[config.mk]
export PLATFORM = sky130hd
export DESIGN_NAME = path_traversal_filter_flat
export DESIGN_NICKNAME = d
export VERILOG_FILES = /design/src/sv/ptf_pkg.sv /design/src/sv/ptf_req_if.sv /design/src/sv/ptf_segment.sv /design/src/sv/path_traversal_filter.sv /design/src/flat_wrapper.sv
export SDC_FILE = /design/constraint.sdc
export NUM_CORES = 1
export LEC_CHECK = 0
export ABC_AREA = 1
export ABC_CLOCK_PERIOD_IN_PS = 1800
export BUFFER_PORTS_ARGS = -buffer_cell sky130_fd_sc_hd__buf_2
export CAP_MARGIN = 20
export CORE_MARGIN = 1
export CORE_UTILIZATION = 50
export CTS_BUF_LIST = sky130_fd_sc_hd__clkbuf_8 sky130_fd_sc_hd__clkbuf_16
export DETAILED_ROUTE_END_ITERATION = 8
export PLACE_DENSITY = 0.73
export SLEW_MARGIN = 20
export SYNTH_ARGS = -nofsm -noshare
export SYNTH_HDL_FRONTEND = slang
export SYNTH_SLANG_ARGS = --single-unit
[constraint.sdc]
create_clock -name clock -period 1.8 [get_ports clock]
set_input_delay 0.36 -clock clock [delete_from_list [all_inputs] [get_ports clock]]
set_output_delay 0.36 -clock clock [all_outputs]
set_load 0.01 [all_outputs]
[src/sv/ptf_pkg.sv]
`timescale 1ns / 1ps
// ----------------------------------------------------------------------------
// ptf_pkg
// Shared types and character constants for the path traversal filter.
// ----------------------------------------------------------------------------
package ptf_pkg;

   // Byte codes that the filter treats specially.
   localparam logic [7:0] CH_NUL   = 8'h00;
   localparam logic [7:0] CH_SLASH = 8'h2F;
   localparam logic [7:0] CH_DOT   = 8'h2E;

   // Classification of the path segment seen so far.
   typedef enum logic [1:0] {
      PAT_BLANK = 2'd0,
      PAT_DOT   = 2'd1,
      PAT_DDOT  = 2'd2,
      PAT_REG   = 2'd3
   } pat_type;

   // Bytes that one accepted item asks the output side to send:
   // a number of held dots followed by the final byte.
   typedef struct packed {
      logic       emit;
      logic [1:0] dots;
      logic [7:0] char_val;
   } run_type;

endpackage

[src/sv/ptf_req_if.sv]
`timescale 1ns / 1ps
// ----------------------------------------------------------------------------
// ptf_req_if / ptf_rsp_if
// Valid/ready channels carrying path bytes in and filtered bytes out.
// ----------------------------------------------------------------------------
interface ptf_req_if;
   logic       valid;
   logic       ready;
   logic [7:0] in_char;

   modport source (output valid, output in_char, input ready);
   modport sink (input valid, input in_char, output ready);
endinterface

interface ptf_rsp_if;
   logic       valid;
   logic       ready;
   logic [7:0] out_char;
   logic       last_of_run;

   modport source (output valid, output out_char, output last_of_run, input ready);
   modport sink (input valid, input out_char, input last_of_run, output ready);
endinterface

[src/sv/ptf_segment.sv]
`timescale 1ns / 1ps
// ----------------------------------------------------------------------------
// ptf_segment
// Segment classifier and directory depth tracker; decodes one path byte
// into the run of bytes that must be sent for it.
// ----------------------------------------------------------------------------
module ptf_segment
   import ptf_pkg::*;
#(
   parameter int MAX_DEPTH = 1023
) (
   input  logic       clock,
   input  logic       reset,
   input  logic       accept,
   input  logic [7:0] in_char,
   output run_type    run
);

   localparam int DEPTH_W = (MAX_DEPTH < 2) ? 1 : $clog2(MAX_DEPTH + 1);
   localparam logic [DEPTH_W-1:0] DEPTH_MAX = DEPTH_W'(MAX_DEPTH);

   pat_type              pattern_ff, pattern_in;
   logic [DEPTH_W-1:0]   depth_ff, depth_in;
   logic [1:0]           held_dots;

   // Dots held back so far in the current segment.
   always_comb begin
      unique case (pattern_ff)
         PAT_DOT:  held_dots = 2'd1;
         PAT_DDOT: held_dots = 2'd2;
         default:  held_dots = 2'd0;
      endcase
   end

   // Decode the byte against the current segment pattern.
   always_comb begin
      run.emit     = 1'b1;
      run.dots     = held_dots;
      run.char_val = in_char;
      pattern_in   = pattern_ff;
      depth_in     = depth_ff;
      priority if (in_char == CH_NUL) begin
         pattern_in = PAT_BLANK;
         depth_in   = '0;
      end else if (in_char == CH_SLASH) begin
         pattern_in = PAT_BLANK;
         if (pattern_ff == PAT_REG) begin
            if (depth_ff < DEPTH_MAX) begin
               depth_in = depth_ff + 1'b1;
            end
         end else if (pattern_ff == PAT_DDOT) begin
            // A climb above the root is dropped entirely.
            if (depth_ff != '0) begin
               depth_in = depth_ff - 1'b1;
            end else begin
               run.emit = 1'b0;
            end
         end
      end else if (in_char == CH_DOT) begin
         unique case (pattern_ff)
            PAT_BLANK: begin
               run.emit   = 1'b0;
               pattern_in = PAT_DOT;
            end
            PAT_DOT: begin
               run.emit   = 1'b0;
               pattern_in = PAT_DDOT;
            end
            default: begin
               pattern_in = PAT_REG;
            end
         endcase
      end else begin
         pattern_in = PAT_REG;
      end
   end

   // State advances once per accepted item.
   always_ff @(posedge clock) begin
      if (reset) begin
         pattern_ff <= PAT_BLANK;
         depth_ff   <= '0;
      end else if (accept) begin
         pattern_ff <= pattern_in;
         depth_ff   <= depth_in;
      end
   end

endmodule

[src/sv/path_traversal_filter.sv]
`timescale 1ns / 1ps
// ----------------------------------------------------------------------------
// path_traversal_filter
// Streaming filter that keeps a request path from climbing above the root.
// ----------------------------------------------------------------------------
// Usage:
//   req_chan carries one path byte per item; a zero byte ends the path and
//   returns the filter to its start state. rsp_chan carries the filtered
//   bytes, with last_of_run set on the final byte sent for an input item.
//   An input item yields zero to three output items.
//   An accepted item is decoded in the same cycle into a run register; the
//   run register sends one byte per cycle into the output register while
//   that register is free or being drained by rsp_chan.
//   Throughput is one input per cycle when each input yields at most one
//   byte and rsp_chan does not stall; an input that releases held dots
//   holds off new input until its dots have drained through the single
//   output register. Inputs that yield nothing leave the run register empty.
//   When rsp_chan stalls, the output register holds its item and the run
//   register waits; req_chan.ready drops once the run register is occupied.
//   Synchronous reset clears the segment pattern, the depth and both valid
//   flags; items in flight are discarded.
// ----------------------------------------------------------------------------
module path_traversal_filter
   import ptf_pkg::*;
#(
   parameter int MAX_DEPTH = 1023
) (
   input  logic   clock,
   input  logic   reset,
   ptf_req_if.sink   req_chan,
   ptf_rsp_if.source rsp_chan
);

   run_type    run;
   logic       take;
   logic       advance;

   logic       run_valid_ff, run_valid_in;
   logic [1:0] dots_ff, dots_in;
   logic [7:0] char_ff, char_in;

   logic       rsp_valid_ff, rsp_valid_in;
   logic [7:0] out_char_ff, out_char_in;
   logic       last_ff, last_in;

   ptf_segment #(
      .MAX_DEPTH (MAX_DEPTH)
   ) u_segment (
      .clock   (clock),
      .reset   (reset),
      .accept  (take),
      .in_char (req_chan.in_char),
      .run     (run)
   );

   // The run register moves a byte whenever the output register frees up.
   assign advance = run_valid_ff && (!rsp_valid_ff || rsp_chan.ready);
   assign req_chan.ready = !run_valid_ff || (advance && (dots_ff == 2'd0));
   assign take = req_chan.valid && req_chan.ready;

   // Next values for the run and output registers.
   always_comb begin
      run_valid_in = run_valid_ff;
      dots_in      = dots_ff;
      char_in      = char_ff;
      rsp_valid_in = rsp_valid_ff && !rsp_chan.ready;
      out_char_in  = out_char_ff;
      last_in      = last_ff;
      if (advance) begin
         rsp_valid_in = 1'b1;
         if (dots_ff != 2'd0) begin
            out_char_in = CH_DOT;
            last_in     = 1'b0;
            dots_in     = dots_ff - 2'd1;
         end else begin
            out_char_in  = char_ff;
            last_in      = 1'b1;
            run_valid_in = 1'b0;
         end
      end
      if (take) begin
         run_valid_in = run.emit;
         dots_in      = run.dots;
         char_in      = run.char_val;
      end
   end

   // Control state takes the reset; payload registers just load.
   always_ff @(posedge clock) begin
      if (reset) begin
         run_valid_ff <= 1'b0;
         rsp_valid_ff <= 1'b0;
      end else begin
         run_valid_ff <= run_valid_in;
         rsp_valid_ff <= rsp_valid_in;
      end
      dots_ff     <= dots_in;
      char_ff     <= char_in;
      out_char_ff <= out_char_in;
      last_ff     <= last_in;
   end

   assign rsp_chan.valid       = rsp_valid_ff;
   assign rsp_chan.out_char    = out_char_ff;
   assign rsp_chan.last_of_run = last_ff;

endmodule
[src/flat_wrapper.sv]
// flat-port wrapper written by rule: the top's interface ports become plain ports
module path_traversal_filter_flat import ptf_pkg::*;
#(
   parameter int MAX_DEPTH = 1023
)
  (clock, reset, req_chan_valid, req_chan_in_char, req_chan_ready, rsp_chan_valid, rsp_chan_out_char, rsp_chan_last_of_run, rsp_chan_ready);
  ptf_req_if req_chan_i ();
  ptf_rsp_if rsp_chan_i ();
  input  logic clock;
  input  logic reset;
  input wire logic [$bits(req_chan_i.valid)-1:0] req_chan_valid;
  input wire logic [$bits(req_chan_i.in_char)-1:0] req_chan_in_char;
  output wire logic [$bits(req_chan_i.ready)-1:0] req_chan_ready;
  output wire logic [$bits(rsp_chan_i.valid)-1:0] rsp_chan_valid;
  output wire logic [$bits(rsp_chan_i.out_char)-1:0] rsp_chan_out_char;
  output wire logic [$bits(rsp_chan_i.last_of_run)-1:0] rsp_chan_last_of_run;
  input wire logic [$bits(rsp_chan_i.ready)-1:0] rsp_chan_ready;
  assign req_chan_i.valid = req_chan_valid;
  assign req_chan_i.in_char = req_chan_in_char;
  assign req_chan_ready = req_chan_i.ready;
  assign rsp_chan_valid = rsp_chan_i.valid;
  assign rsp_chan_out_char = rsp_chan_i.out_char;
  assign rsp_chan_last_of_run = rsp_chan_i.last_of_run;
  assign rsp_chan_i.ready = rsp_chan_ready;
  path_traversal_filter #(.MAX_DEPTH(MAX_DEPTH)) u_core (.clock(clock), .reset(reset), .req_chan(req_chan_i), .rsp_chan(rsp_chan_i));
endmodule
==> impl_metrics.tcl <==
set metrics [dict create \
    slew_headroom 0.7639 \
    dpl_worst_slack_ns -0.002909 \
    fillCellCount 308 \
    fin_crit_ns 1.769 \
    fin_skew_ns 0.004863 \
    finalSetupViolCount 0 \
    leakagePower_nw 1.167 \
    ys_warn_count 0 \
    grt_max_degree 16 \
    syn_area_per_cell_um2 7.537 \
    seq_area_frac_synth 0.4427 \
    synth_area_leader_cell "edfxtp_1" \
    cts_buffers 5 \
    dieArea_um2 4095 \
    syn_to_final_growth_pct 25.65 \
    final_net_count 320 \
    insertion_delay_ns 0.28 \
    grt_pass1_vias 1495 \
    coreArea_um2 3661 \
    routabilityCongestion 0.8940 \
    drv_cap 0 \
    fmax_mhz 565.4 \
    multiInputGateArea_um2 1037 \
    tns_ns 0 \
    rows 22 \
    finalPower_mw 1.737 \
    layout-drive-gt1-share 0.2575 \
    critPathMaxFanout 7 \
    hold_viol 0 \
    p_per_area_nw_per_um2 719.5 \
    tritoncts "done" \
    via_per_inst 5.052 \
    vdd_ir_drop_max_mv 0.4458 \
    seqCellArea_um2 858.3 \
    initial_utilization 0.5249 \
    drc_errors 0 \
    root_buffer "clkbuf_8" \
    syn_area_um2 1922 \
    ios 23 \
    ff2ff_path_depth 12 \
    dr.pass1.iters 4 \
    num_vias 1753 \
    worst_pin_slew_ns 0.3541 \
    hold_depth 1 \
    cts_sinks 33 \
    yosysTopAreaCellShare 0.2969 \
    wl_um 4210 \
    die_w_um 64.00 \
    maxSlewViolCount 0 \
    synthDistinctLibCells 28 \
    die_y_um 64.00 \
    dpl.cell_count 335 \
    synth.ff_latch_count 33 \
    setup_slack_ns 0.03139 \
    r2r_slack_ns 0.03 \
    netlist_instances 255 \
    hold_buffers 0 \
    antenna_found_initial 0 \
    clk_pin_slew_ns 0.07 \
    critPathKind "reg2reg" \
    synth_area_leaders "edfxtp_1, dfxtp_1, nand2_1, nor2_1, inv_1" \
    status "completed" \
    track_usage 0.2156 \
    r2r-start "u_core.u_segment.pattern_ff[0]$_SDFFE_PP0P_" \
    cp-start-kind "register" \
    clockBufferDepth 2 \
    grt_pass1_wl_um 6768 \
    h-tree-depth 2 \
    avgRoutedWirePerCell_um 12.13 \
    place_hpwl_um 3097 \
    syn_nets 277 \
    setup.worst_path.end_class "register" \
    antenna_cells 0 \
    drtIter0Drc 138 \
    worstPathArrival_ns 1.99 \
    min_path_type "in2reg" \
    cp.required_ns 2.02 \
    ant_nets 0 \
    layout.cells.non_filler 347 \
    port_buffers 22 \
    final_common_cell "nand2_1" \
    holdPathEnd "u_core.char_ff[0]$_DFFE_PP_" \
    overflow 0 \
    period_share 0.9826 \
    final_cell_mix "nand2_1, inv_1, nor2_1" \
    rr_endpoint "u_core.u_segment.depth_ff[9]$_SDFFE_PP0P_" \
    min_from "req_chan_in_char[0]" \
]
==> state kept, by name (all words and copies together) (netlist names) <==
| signal | flops |
|---|---|
| u_core.u_segment.depth_ff | 10 |
| u_core.char_ff | 8 |
| u_core.rsp_chan.out_char | 8 |
| u_core.dots_ff | 2 |
| u_core.u_segment.pattern_ff | 2 |
| u_core.rsp_chan.last_of_run | 1 |
| u_core.rsp_chan.valid | 1 |
| u_core.run_valid_ff | 1 |
==> cell type report <==
cell class,instances,area share
Multi-Input combinational cell,183,0.4295
Sequential cell,33,0.3554
Timing Repair Buffer,38,0.09689
Inverter,37,0.05751
Clock buffer,5,0.02850
Tap cell,48,0.02487
Clock inverter,3,0.007254
==> layer usage <==
metal / track usage / wire length (µm)
met4: 0.06818 / 63
met3: 0.03929 / 301
met2: 0.3258 / 1891
met5: 0 / 0
met1: 0.3096 / 1954
==> worst max-delay path, stage by stage, from the launching register on <==
cell and delay, ns:
dfxtp_4 0.38, nand2_8 0.09, buf_6 0.15, ha_4 0.30
nand2_1 0.07, nand3b_1 0.21, nand2_1 0.12, nand2_1 0.07
nand2_1 0.06, nand2_1 0.04, nand2_1 0.05, nand2_1 0.06
a21oi_2 0.10
==> report_power, final <==
part,total [mW],internal [mW],switching [mW]
sequential,0.889,0.870,0.0194
clock,0.538,0.266,0.272
combinational,0.310,0.129,0.181
total,1.74,1.26,0.473
==> cells by family (layout without fill, tap and decap cells) <==
kind of cell,Yosys count,count (layout),share of synthesized area
fa+ha+maj,10,10,0.06901
simple gates,146,146,0.3255
compound gates,23,23,0.06771
flops,33,33,0.4427
xor+xnor,4,4,0.01823
buf+inv,39,83,0.07682
==> Yosys cell counts <==
cell	number
a21boi_1	1
a21oi_1	15
a21oi_2	1
and2_0	1
and2_1	1
buf_1	1
buf_2	1
dfxtp_1	14
edfxtp_1	19
fa_1	1
ha_1	9
inv_1	37
nand2_1	71
nand2_2	1
nand2_4	1
nand3_1	15
nand3b_1	3
nand4_1	2
nor2_1	40
nor2_2	2
nor3_1	3
nor3_2	1
o21ai_0	3
o21ai_2	1
o21bai_1	2
or2_2	5
xnor2_1	1
xor2_1	3
==> through the flow <==
stage | hold slack, ns | instance area [µm²] | util
2_1_floorplan | 0.4297 | 1928 | -
3_3_place_gp | 0.4730 | 2180 | 0.5954
3_5_place_dp | 0.4779 | 2180 | 0.5954
4_1_cts | 0.2765 | 2267 | 0.6193
5_1_grt | 0.2804 | 2415 | 0.6596
6_report | 0.2819 | 2415 | 0.6596
==> worst max-delay path by stage <==
stage	start	endpoint	slack (ns)	cells past startpoint
6_report	u_core.u_segment.pattern_ff[0]$_SDFFE_PP0P_	u_core.u_segment.depth_ff[9]$_SDFFE_PP0P_	0.03	12
5_1_grt	u_core.u_segment.pattern_ff[0]$_SDFFE_PP0P_	u_core.u_segment.depth_ff[5]$_SDFFE_PP0P_	-0.05	11
4_1_cts	u_core.u_segment.pattern_ff[1]$_SDFFE_PP0P_	u_core.u_segment.depth_ff[7]$_SDFFE_PP0P_	0.02	10
3_5_place_dp	u_core.u_segment.pattern_ff[0]$_SDFFE_PP0P_	u_core.u_segment.depth_ff[7]$_SDFFE_PP0P_	-0.003	10
3_3_place_gp	u_core.u_segment.pattern_ff[0]$_SDFFE_PP0P_	u_core.u_segment.depth_ff[7]$_SDFFE_PP0P_	0.07	10
2_1_floorplan	u_core.u_segment.pattern_ff[0]$_SDFFE_PP0P_	u_core.u_segment.depth_ff[7]$_SDFFE_PP0P_	0.04	10
==> repair_timing <==
action / 4_1_cts / 5_1_grt
buffers inserted: 0 / 4
gates cloned: 0 / 0
pin swaps: 0 / 7
endpoints found under the setup margin: 1 / 13
resized for setup: 1 / 23
Power figures use the tool's default switching activity.
